==> src/rtl/sffh_pkg.sv <==
// Package for the scalar field FNV-1a hasher: constants, types and the tag prefix hash.
`default_nettype none

package sffh_pkg;

  localparam logic [63:0] HASH_OFFSET_BASIS = 64'hcbf2_9ce4_8422_2325;
  localparam logic [63:0] HASH_PRIME        = 64'h0000_0100_0000_01b3;
  localparam int unsigned PRIME_SHIFT       = 40;
  localparam logic [8:0]  PRIME_LOW         = 9'h1b3;

  localparam int unsigned TAG_LEN = 24;
  localparam logic [7:0] TAG_BYTES [TAG_LEN] = '{
    8'h63, 8'h75, 8'h62, 8'h65, 8'h79, 8'h2e, 8'h73, 8'h63,
    8'h61, 8'h6c, 8'h61, 8'h72, 8'h2d, 8'h66, 8'h69, 8'h65,
    8'h6c, 8'h64, 8'h2d, 8'h32, 8'h64, 8'h2e, 8'h76, 8'h31
  };

  localparam int unsigned CFG_IDX_W = 3;
  localparam logic [CFG_IDX_W-1:0] REG_GRID_WIDTH  = 3'd0;
  localparam logic [CFG_IDX_W-1:0] REG_GRID_HEIGHT = 3'd1;
  localparam logic [CFG_IDX_W-1:0] REG_CELL_SIZE   = 3'd2;
  localparam logic [CFG_IDX_W-1:0] REG_ORIGIN_X    = 3'd3;
  localparam logic [CFG_IDX_W-1:0] REG_ORIGIN_Y    = 3'd4;
  localparam logic [CFG_IDX_W-1:0] REG_VALUE_COUNT = 3'd5;

  localparam logic [1:0] KIND_VALUE        = 2'd0;
  localparam logic [1:0] KIND_VALUE_FINISH = 2'd1;
  localparam logic [1:0] KIND_FINISH       = 2'd2;
  localparam logic [1:0] KIND_NONE         = 2'd3;

  // header: five 32-bit words, then value_count as 64 bits
  localparam int unsigned  CNT_W    = 5;
  localparam logic [CNT_W-1:0] HDR_LAST = 5'd27;
  localparam logic [1:0]   VAL_LAST = 2'd3;

  localparam logic [2:0] WORD_GRID_WIDTH  = 3'd0;
  localparam logic [2:0] WORD_GRID_HEIGHT = 3'd1;
  localparam logic [2:0] WORD_CELL_SIZE   = 3'd2;
  localparam logic [2:0] WORD_ORIGIN_X    = 3'd3;
  localparam logic [2:0] WORD_ORIGIN_Y    = 3'd4;
  localparam logic [2:0] WORD_COUNT_LO    = 3'd5;

  typedef struct packed {
    logic [31:0] grid_width;
    logic [31:0] grid_height;
    logic [31:0] cell_size_bits;
    logic [31:0] origin_x_bits;
    logic [31:0] origin_y_bits;
    logic [31:0] value_count;
  } sffh_cfg_t;

  typedef struct packed {
    logic             hdr;
    logic [CNT_W-1:0] cnt;
  } sffh_step_t;

  function automatic logic [63:0] mix_const(input logic [63:0] h, input logic [7:0] b);
    logic [63:0] x;
    x = h ^ {56'h0, b};
    return x * HASH_PRIME;
  endfunction

  // offset basis after the tag length (64-bit LE) and the tag bytes
  function automatic logic [63:0] tag_prefix_hash();
    logic [63:0] h;
    logic [63:0] len;
    h   = HASH_OFFSET_BASIS;
    len = 64'(TAG_LEN);
    for (int i = 0; i < 8; i++) begin
      h = mix_const(h, len[8*i +: 8]);
    end
    for (int i = 0; i < TAG_LEN; i++) begin
      h = mix_const(h, TAG_BYTES[i]);
    end
    return h;
  endfunction

  localparam logic [63:0] HASH_TAG_INIT = tag_prefix_hash();

endpackage

`default_nettype wire

==> src/rtl/sffh_mix.sv <==
// Byte select and one FNV-1a XOR-multiply step on the running hash.
`default_nettype none

module sffh_mix (
  input  wire logic [63:0]          hash_in,
  input  wire sffh_pkg::sffh_cfg_t  cfg,
  input  wire logic [31:0]          value_bits,
  input  wire sffh_pkg::sffh_step_t step,
  output logic [63:0]               hash_out
);
  import sffh_pkg::*;

  logic [31:0] hdr_word;
  logic [31:0] word;
  logic [7:0]  byte_sel;
  logic [63:0] x;

  always_comb begin
    case (step.cnt[4:2])
      WORD_GRID_WIDTH:  hdr_word = cfg.grid_width;
      WORD_GRID_HEIGHT: hdr_word = cfg.grid_height;
      WORD_CELL_SIZE:   hdr_word = cfg.cell_size_bits;
      WORD_ORIGIN_X:    hdr_word = cfg.origin_x_bits;
      WORD_ORIGIN_Y:    hdr_word = cfg.origin_y_bits;
      WORD_COUNT_LO:    hdr_word = cfg.value_count;
      default:          hdr_word = 32'h0;
    endcase
    word     = step.hdr ? hdr_word : value_bits;
    byte_sel = word[8*step.cnt[1:0] +: 8];
    x        = hash_in ^ {56'h0, byte_sel};
    // prime = 2^40 + 0x1b3
    hash_out = (x << PRIME_SHIFT) + 64'(x * {55'h0, PRIME_LOW});
  end

endmodule

`default_nettype wire

==> src/rtl/scalar_field_fnv1a_hasher.sv <==
// Top level of the scalar field FNV-1a content hasher.
//
//  channel  dir  handshake                tdata / payload
//  in_      in   in_tvalid/in_tready      value_bits, tuser kind
//  out_     out  out_tvalid/out_tready    field_hash
//  cfg_     in   cfg_valid/cfg_ready      cfg_index, cfg_data
//
// One byte is mixed per cycle through a single XOR-multiply unit.
// A value item is accepted and then its four bytes are mixed; the first item of a field
// first mixes the 28 header bytes (tag prefix is a constant loaded in one step).
// A finishing item loads the output register from the done state after any mixing,
// or waits there while an earlier hash is still not taken.
// rst_n is synchronous, active low; cfg_ready is always high.
`default_nettype none

module scalar_field_fnv1a_hasher (
  input  wire logic                              clk,
  input  wire logic                              rst_n,
  input  wire logic                              in_tvalid,
  output logic                                   in_tready,
  input  wire logic [31:0]                       in_tdata,   // [31:0] value_bits
  input  wire logic [1:0]                        in_tuser,   // [1:0] kind
  output logic                                   out_tvalid,
  input  wire logic                              out_tready,
  output logic [63:0]                            out_tdata,  // [63:0] field_hash
  input  wire logic                              cfg_valid,
  output logic                                   cfg_ready,
  input  wire logic [sffh_pkg::CFG_IDX_W-1:0]    cfg_index,
  input  wire logic [31:0]                       cfg_data
);
  import sffh_pkg::*;

  typedef enum logic [3:0] {
    ST_IDLE  = 4'b0001,
    ST_HEAD  = 4'b0010,
    ST_VALUE = 4'b0100,
    ST_DONE  = 4'b1000
  } state_t;

  state_t           state_r, state_nxt;
  logic [CNT_W-1:0] cnt_r, cnt_nxt;
  logic [63:0]      hash_r, hash_nxt;
  logic             started_r, started_nxt;
  logic [1:0]       kind_r, kind_nxt;
  logic [31:0]      val_r, val_nxt;
  logic             out_valid_r, out_valid_nxt;
  logic [63:0]      out_data_r, out_data_nxt;
  sffh_cfg_t        cfg_r;
  sffh_step_t       step;
  logic [63:0]      mix_out;
  logic             in_acc;
  logic             out_free;

  assign in_tready  = (state_r == ST_IDLE);
  assign in_acc     = in_tvalid && in_tready;
  assign out_tvalid = out_valid_r;
  assign out_tdata  = out_data_r;
  assign cfg_ready  = 1'b1;
  assign out_free   = !out_valid_r || out_tready;

  assign step.hdr = (state_r == ST_HEAD);
  assign step.cnt = cnt_r;

  sffh_mix u_mix (
    .hash_in    (hash_r),
    .cfg        (cfg_r),
    .value_bits (val_r),
    .step       (step),
    .hash_out   (mix_out)
  );

  always_ff @(posedge clk) begin
    if (!rst_n) begin
      cfg_r <= '0;
    end else if (cfg_valid) begin
      case (cfg_index)
        REG_GRID_WIDTH:  cfg_r.grid_width     <= cfg_data;
        REG_GRID_HEIGHT: cfg_r.grid_height    <= cfg_data;
        REG_CELL_SIZE:   cfg_r.cell_size_bits <= cfg_data;
        REG_ORIGIN_X:    cfg_r.origin_x_bits  <= cfg_data;
        REG_ORIGIN_Y:    cfg_r.origin_y_bits  <= cfg_data;
        REG_VALUE_COUNT: cfg_r.value_count    <= cfg_data;
        default: ;
      endcase
    end
  end

  always_comb begin
    state_nxt     = state_r;
    cnt_nxt       = cnt_r;
    hash_nxt      = hash_r;
    started_nxt   = started_r;
    kind_nxt      = kind_r;
    val_nxt       = val_r;
    out_valid_nxt = out_valid_r && !out_tready;
    out_data_nxt  = out_data_r;
    case (state_r)
      ST_IDLE: begin
        if (in_acc && in_tuser != KIND_NONE) begin
          kind_nxt = in_tuser;
          val_nxt  = in_tdata;
          cnt_nxt  = '0;
          if (!started_r) begin
            hash_nxt  = HASH_TAG_INIT;
            state_nxt = ST_HEAD;
          end else if (in_tuser == KIND_FINISH) begin
            state_nxt = ST_DONE;
          end else begin
            state_nxt = ST_VALUE;
          end
        end
      end
      ST_HEAD: begin
        hash_nxt = mix_out;
        cnt_nxt  = cnt_r + 1'b1;
        if (cnt_r == HDR_LAST) begin
          started_nxt = 1'b1;
          cnt_nxt     = '0;
          state_nxt   = (kind_r == KIND_FINISH) ? ST_DONE : ST_VALUE;
        end
      end
      ST_VALUE: begin
        hash_nxt = mix_out;
        cnt_nxt  = cnt_r + 1'b1;
        if (cnt_r[1:0] == VAL_LAST) begin
          cnt_nxt   = '0;
          state_nxt = (kind_r == KIND_VALUE) ? ST_IDLE : ST_DONE;
        end
      end
      ST_DONE: begin
        if (out_free) begin
          out_valid_nxt = 1'b1;
          out_data_nxt  = hash_r;
          started_nxt   = 1'b0;
          state_nxt     = ST_IDLE;
        end
      end
      default: state_nxt = ST_IDLE;
    endcase
  end

  always_ff @(posedge clk) begin
    if (!rst_n) begin
      state_r     <= ST_IDLE;
      cnt_r       <= '0;
      hash_r      <= '0;
      started_r   <= 1'b0;
      out_valid_r <= 1'b0;
    end else begin
      state_r     <= state_nxt;
      cnt_r       <= cnt_nxt;
      hash_r      <= hash_nxt;
      started_r   <= started_nxt;
      out_valid_r <= out_valid_nxt;
    end
  end

  always_ff @(posedge clk) begin
    kind_r     <= kind_nxt;
    val_r      <= val_nxt;
    out_data_r <= out_data_nxt;
  end

  a_hdr_opens_field: assert property (@(posedge clk) disable iff (!rst_n)
    (state_r == ST_HEAD && cnt_r == HDR_LAST) |=> started_r)
    else $error("header end did not open field");

  a_done_loads_out: assert property (@(posedge clk) disable iff (!rst_n)
    (state_r == ST_DONE && out_free) |=> (out_valid_r && !started_r && state_r == ST_IDLE))
    else $error("finish did not deliver hash");

  a_none_ignored: assert property (@(posedge clk) disable iff (!rst_n)
    (in_acc && in_tuser == KIND_NONE) |=> (state_r == ST_IDLE && $stable(hash_r)))
    else $error("ignored kind changed state");

  a_value_needs_field: assert property (@(posedge clk) disable iff (!rst_n)
    (state_r == ST_VALUE) |-> started_r)
    else $error("value mixed without open field");

endmodule

`default_nettype wire
==> config.mk <==
export PLATFORM = sky130hd
export DESIGN_NAME = scalar_field_fnv1a_hasher
export DESIGN_NICKNAME = d
export VERILOG_FILES = /design/src/rtl/sffh_pkg.sv /design/src/rtl/sffh_mix.sv /design/src/rtl/scalar_field_fnv1a_hasher.sv
export SDC_FILE = /design/constraint.sdc
export NUM_CORES = 1
export LEC_CHECK = 0
export ABC_AREA = 1
export BUFFER_PORTS_ARGS = -buffer_cell sky130_fd_sc_hd__buf_2
export CORE_ASPECT_RATIO = 1.75
export CORE_MARGIN = 1.5
export CORE_UTILIZATION = 63
export DETAILED_ROUTE_END_ITERATION = 16
export PLACE_DENSITY_LB_ADDON = 0.08
export SLEW_MARGIN = 0
export SYNTH_ARGS = -nofsm -noshare
export SYNTH_HDL_FRONTEND = slang
export SYNTH_HIERARCHICAL = 1
export SYNTH_SLANG_ARGS = --single-unit
export TNS_END_PERCENT = 20
==> constraint.sdc <==
create_clock -name clk -period 8.5 [get_ports clk]
set_clock_uncertainty 0.15 [all_clocks]
set_input_delay 0.85 -clock clk [delete_from_list [all_inputs] [get_ports clk]]
set_output_delay 0.85 -clock clk [all_outputs]
set_load 0.05 [all_outputs]
# After elaboration in Yosys (flattened, before gate mapping)
# Index checks and enable logic that the tools add are counted.
# totals
ff_bits,365
in_bits,74
elab_cells,91
# op_classes
add_sub_neg,2
mul,1
eq_ne,24
shifts,1
n_mux,23
bitwise,1
n_reduce_logical,25
# ops
operator,count
$pmux 32 s6,1
$mux 64,2
$pmux 64 s2,1
$add 64x64->64,1
$mul 64x9->64 const B,1
$xor 64x8->64,1
$mux 32,1
$mux 4,8
$shiftx 32x6->8,1
$reduce_and 2->1,9
$pmux 4 s4,1
$mux 5,3
$pmux 5 s3,1
$eq 3x2->1 const B,4
$eq 3x3->1 const B,4
$ne 2x2->1 const B,5
$eq 2x2->1 const B,3
$eq 3x1->1 const B,2
$logic_not 3->1,2
$reduce_and 3->1,2
$add 5x1->5 const B,1
$eq 5x5->1 const B,1
$eq 4x1->1 const B,1
$eq 4x2->1 const B,1
other kinds (13),20

# Longest topological paths before layout
# depth
word_depth,8
ltp_mapped,38

# Modules after synthesis
# Netlist, hierarchy kept.
# by_module_without_submodules
mod,instances,cells_each,area_per_inst_um2,seq_area_each_um2
sffh_mix,1,1966,14059.7,0.0
scalar_field_fnv1a_hasher,1,1330,12553.3,8287.9

# Worst setup path before layout
# OpenSTA, ideal clock, no wires.
# synth_timing
path_type,register to register
from,register cnt_r[2]
to,register hash_r[39]
setup_ns,0.135
t_arrival_ns,5.648
slack_ns,2.567
path_stages_with_launch,34
path_buffers,3
cell_sequence,dfxtp_1 -> buf_4 -> inv_1 -> nand3_4 -> inv_4 -> buf_4 -> a21oi_1 -> nand4_1 -> o211ai_1 -> nand2_1 -> nand2_1 -> nand2_1 -> xor2_1 -> ha_1 -> clkbuf_1 -> xnor2_1 -> xor2_1 -> fa_1 -> inv_1 -> fa_1 -> ha_1 -> ha_1 -> a21oi_1 -> nand2_1 -> a21oi_1 -> o21bai_1 -> a21boi_0 -> o21ai_0 -> a21oi_1 -> inv_1 -> nand2_1 -> nand2_1 -> nand2_1 -> a21oi_1
# synth_via
elab_chain_cells,8
elab_cells_between_ends,13
# synth_lines
item,line_no,source
from (decl),scalar_field_fnv1a_hasher.sv:41,"logic [CNT_W-1:0] cnt_r, cnt_nxt;"
from (signal assigned),scalar_field_fnv1a_hasher.sv:151,cnt_r <= cnt_nxt;
$eq 3x3->1 (tied with other cells),sffh_mix.sv:19,case (step.cnt[4:2])
$pmux 32 s6 (*),sffh_mix.sv:19,
$mux 32 (*),sffh_mix.sv:28,word = step.hdr ? hdr_word : value_bits;
$shiftx 32x6->8 (*),sffh_mix.sv:29,byte_sel = word[8*step.cnt[1:0] +: 8];
$xor 64x8->64 (*),sffh_mix.sv:30,"x = hash_in ^ {56'h0, byte_sel};"
$mul 64x9->64 (*),sffh_mix.sv:32,"hash_out = (x << PRIME_SHIFT) + 64'(x * {55'h0, PRIME_LOW});"
$add 64x64->64 (*),sffh_mix.sv:32,
named net mix_out[39],scalar_field_fnv1a_hasher.sv:50,logic [63:0] mix_out;
$pmux 64 s2 (*),scalar_field_fnv1a_hasher.sv:97,case (state_r)
to (signal assigned),scalar_field_fnv1a_hasher.sv:152,hash_r <= hash_nxt;
to (decl),scalar_field_fnv1a_hasher.sv:42,"logic [63:0] hash_r, hash_nxt;"
# Mark *: on every way through the listed nets, which the timed path passes. The rest lies on a longest branch.
# A chain may end at the register's enable or synchronous reset.

# Worst setup path in the final report
# layout_timing
from,register cnt_r[4]
to,register hash_r[63]
# layout_via
elab_chain_cells,8
elab_cells_between_ends,13
# layout_lines
item,line_no
$eq 3x3->1 (tied with other cells),sffh_mix.sv:19
$pmux 32 s6 (*),sffh_mix.sv:19
$mux 32 (*),sffh_mix.sv:28
$shiftx 32x6->8 (*),sffh_mix.sv:29
$xor 64x8->64 (*),sffh_mix.sv:30
$mul 64x9->64,sffh_mix.sv:32
$add 64x64->64 (*),sffh_mix.sv:32
named net mix_out[63],scalar_field_fnv1a_hasher.sv:50
$pmux 64 s2 (*),scalar_field_fnv1a_hasher.sv:97
# Marked as above.

==> flow_metrics.env <==
export IMPL_status="complete, no violations"
export IMPL_cts_hold_buf=0
export IMPL_hold_path_class="reg2reg"
export IMPL_cts_setup_buffers=0
export IMPL_grt_usage=0.406
export IMPL_use_met1=0.376
export IMPL_cts_resized_gates=0
export IMPL_yosysWarnings=6
export IMPL_cp_required_ns=8.83
export IMPL_mappedNetlistNets=3781
export IMPL_slowest_stage="dfxtp_1"
export IMPL_synth_edff_count=98
export IMPL_die_height_um=275
export IMPL_critical_path_class="reg2reg"
export IMPL_drive_gt1_frac=0.0839
export IMPL_synth_area_leaders="dfxtp_1 20%, fa_1 18%, edfxtp_1 11%"
export IMPL_syn_cell_area_sq_mm=0.0266
export IMPL_post_route_period_util=0.927
export IMPL_cts_buffers=36
export IMPL_grt_pass1_wl_um=131000
export IMPL_r2r_start="cnt_r[4]"
export IMPL_final_nets=3876
export IMPL_synthTopCellsByCount="533 x inv_1, 515 x nor2_1, 453 x nand2_1, 299 x o21ai_0, 267 x dfxtp_1"
export IMPL_r2r_slack_ns=0.62
export IMPL_port_buffers=139
export IMPL_cp_common_cell="nand2_1"
export IMPL_core_area_sq_mm=0.0417
export IMPL_areaGrowthSynthToFinish_pct=8.72
export IMPL_h_tree_depth=2
export IMPL_grt_start_max_net_pins=123
export IMPL_yosysMostFrequentCell="inv_1"
export IMPL_reg2reg_depth=30
export IMPL_cp_top_family="adder cells"
export IMPL_placementRows=99
export IMPL_cts_tree="yes"
export IMPL_gp_congestion=0.984
export IMPL_post_drt_wl_per_cell_um=21.8
export IMPL_slowest_delay_ns=0.74
export IMPL_finalSetupViolCount=0
export IMPL_first_global_vias=23800
export IMPL_synth_cell_type_count=52
export IMPL_cp_buffers_inverters=3
export IMPL_tns_ns=0
export IMPL_num_vias=23000
export IMPL_ioPinCount=141
export IMPL_clockBufferDepth=3
export IMPL_nFillCells=3494
export IMPL_antenna_found_initial=3
export IMPL_avgSynthCellArea_sq_um=8.07
export IMPL_ant_nets=0
export IMPL_grt_overflow=0
export IMPL_start_util=0.638
export IMPL_fin_crit_ns=7.88
export IMPL_hold_viol=0
export IMPL_crit_path_end_kind="flip-flop"
export IMPL_yosysTopAreaCell="dfxtp_1"
export IMPL_critPathLaunch="cnt_r[4]"
export IMPL_cp_arrival_ns=8.21
export IMPL_hpwl_um=66900
export IMPL_cts_sinks=365
export IMPL_cts_root_buf="clkbuf_16"
export IMPL_rsz0062_at_grt="false"
export IMPL_dieArea_sq_mm=0.0435
export IMPL_drtPass1Iterations=8
export IMPL_netlist_instances=3296
export IMPL_clk_pin_slew_ns=0.07
export IMPL_top_usage_layer="met2"
export IMPL_slew_violations=0
export IMPL_grt_use_met2=0.735
export IMPL_drc=0
export IMPL_worstMarginPinSlew_ns=1.09
export IMPL_synth_top_area_frac=0.201
export IMPL_fmax_ghz=0.127
export IMPL_cp_max_fo=17
export IMPL_max_slew_margin=0.270
export IMPL_cp_endpoint="hash_r[63]"
export IMPL_synthFlopType="dfxtp_1"
export IMPL_ys_ff_latch=365
export IMPL_die_w_um=158
export IMPL_clk_latency_ns=0.57
export IMPL_post_drt_via_cell_ratio=5.77
export IMPL_reg2reg_to="hash_r[63]"
export IMPL_path_depth=30
export IMPL_use_met3=0.0602
export IMPL_seq_area_frac_synth=0.311
export IMPL_cp_start_kind="flip-flop"
export IMPL_totalWireLength_um=86800
export IMPL_async_flop_share=0
export IMPL_cap_violations=0
export IMPL_dr_first_iter_drc_count=1574
[how the worst min path moves through the flow]
stage,end,slack (ns),startpoint,cells past startpoint
after detailed placement,cfg_r[84],0.29,cfg_r[84],2
after global routing,val_r[7],0.31,in_tdata[7],1
after floorplan,cfg_r[64],0.27,cfg_r[64],2
after global placement,cfg_r[83],0.28,cfg_r[83],2
final,cfg_r[83],0.30,cfg_r[83],2
after CTS,cfg_r[84],0.30,cfg_r[84],2
[worst reg2reg max path, delay by kind of cell, from the launching register on]
family | cells | cell delay, ns
xor gates and xnor gates | 4 | 1.03
adders and majority gates | 5 | 2.06
buffers and inverters | 3 | 0.63
AOI/OAI and AO/OA | 5 | 1.36
DFF | 1 | 0.74
and+or+nand+nor | 13 | 1.83
[state kept, by name (all words and copies together), names as in the netlist]
register / count
out_tdata: 64
state_r: 4
out_tvalid: 1
hash_r: 64
cfg_r: 192
kind_r: 2
started_r: 1
val_r: 32
cnt_r: 5
[area by class of cell]
class                      count  area (sq um)  share of cell area
antenna                        3          7.51            0.000259
clock buffer                  47           983              0.0340
clock inverter                19           239             0.00826
inverter                     544          2040              0.0707
multi-input combinational   2271         15700               0.543
sequential                   365          8290               0.286
tap                          555           694              0.0240
timing repair buffer         173           953              0.0330
[kinds of logic (layout without fill, tap and decap cells)]
group / after synthesis / count (layout) / synth area share
fa+ha+maj: 411 / 411 / 0.259
xor+xnor: 84 / 84 / 0.0276
buf+inv: 660 / 783 / 0.0985
flops: 365 / 365 / 0.311
compound gates: 571 / 571 / 0.115
simple gates: 1204 / 1204 / 0.188
other cells: 1 / 4 / 0.000141
[layout by cell type (no fill, tap or decap), types with 3 or more instances in the layout]
master	n
nor3_1	10
inv_2	9
nand3_4	3
clkinv_2	6
and3_1	6
nor2_4	6
nand3_1	128
bufinv_16	4
a31oi_1	19
clkbuf_1	8
o22ai_1	9
nand2_1	453
nand3_2	3
inv_1	533
a21oi_2	10
dfxtp_1	267
o211ai_1	5
a21boi_0	4
ha_1	177
nor2_1	513
fa_1	234
a21o_1	17
buf_4	35
o21ai_0	299
clkbuf_16	37
inv_6	3
o21bai_1	11
buf_2	138
nand2_2	19
diode_2	3
nand4_1	51
xnor2_1	26
edfxtp_1	98
nor4_1	4
xor2_1	58
nand3b_1	3
o21ai_1	7
a21oi_1	180
[layer usage]
| layer | wire length, um | part of all wire | up-vias |
|---|---|---|---|
| met5 | 0 | 0 | - |
| met4 | 10100 | 0.12 | 0 |
| met3 | 4730 | 0.055 | 457 |
| met2 | 45000 | 0.52 | 1007 |
| met1 | 27000 | 0.31 | 10800 |
| li1 | - | - | 10700 |
[per-stage QoR]
stage                util  area [sq um]  hold slack (ns)  setup slack, ns  cells
floorplan               -         26600            0.274             2.57   3296
global placement    0.664         27700            0.282            0.952   3908
detailed placement  0.664         27700            0.286            0.909   3908
CTS                 0.693         28900            0.296            0.854   3974
global route        0.693         28900            0.310            0.347   3977
finish              0.693         28900            0.297            0.621   3977
Power is not shown: default switching activity piles up to over one toggle a cycle in this logic, so the estimate is an artifact.
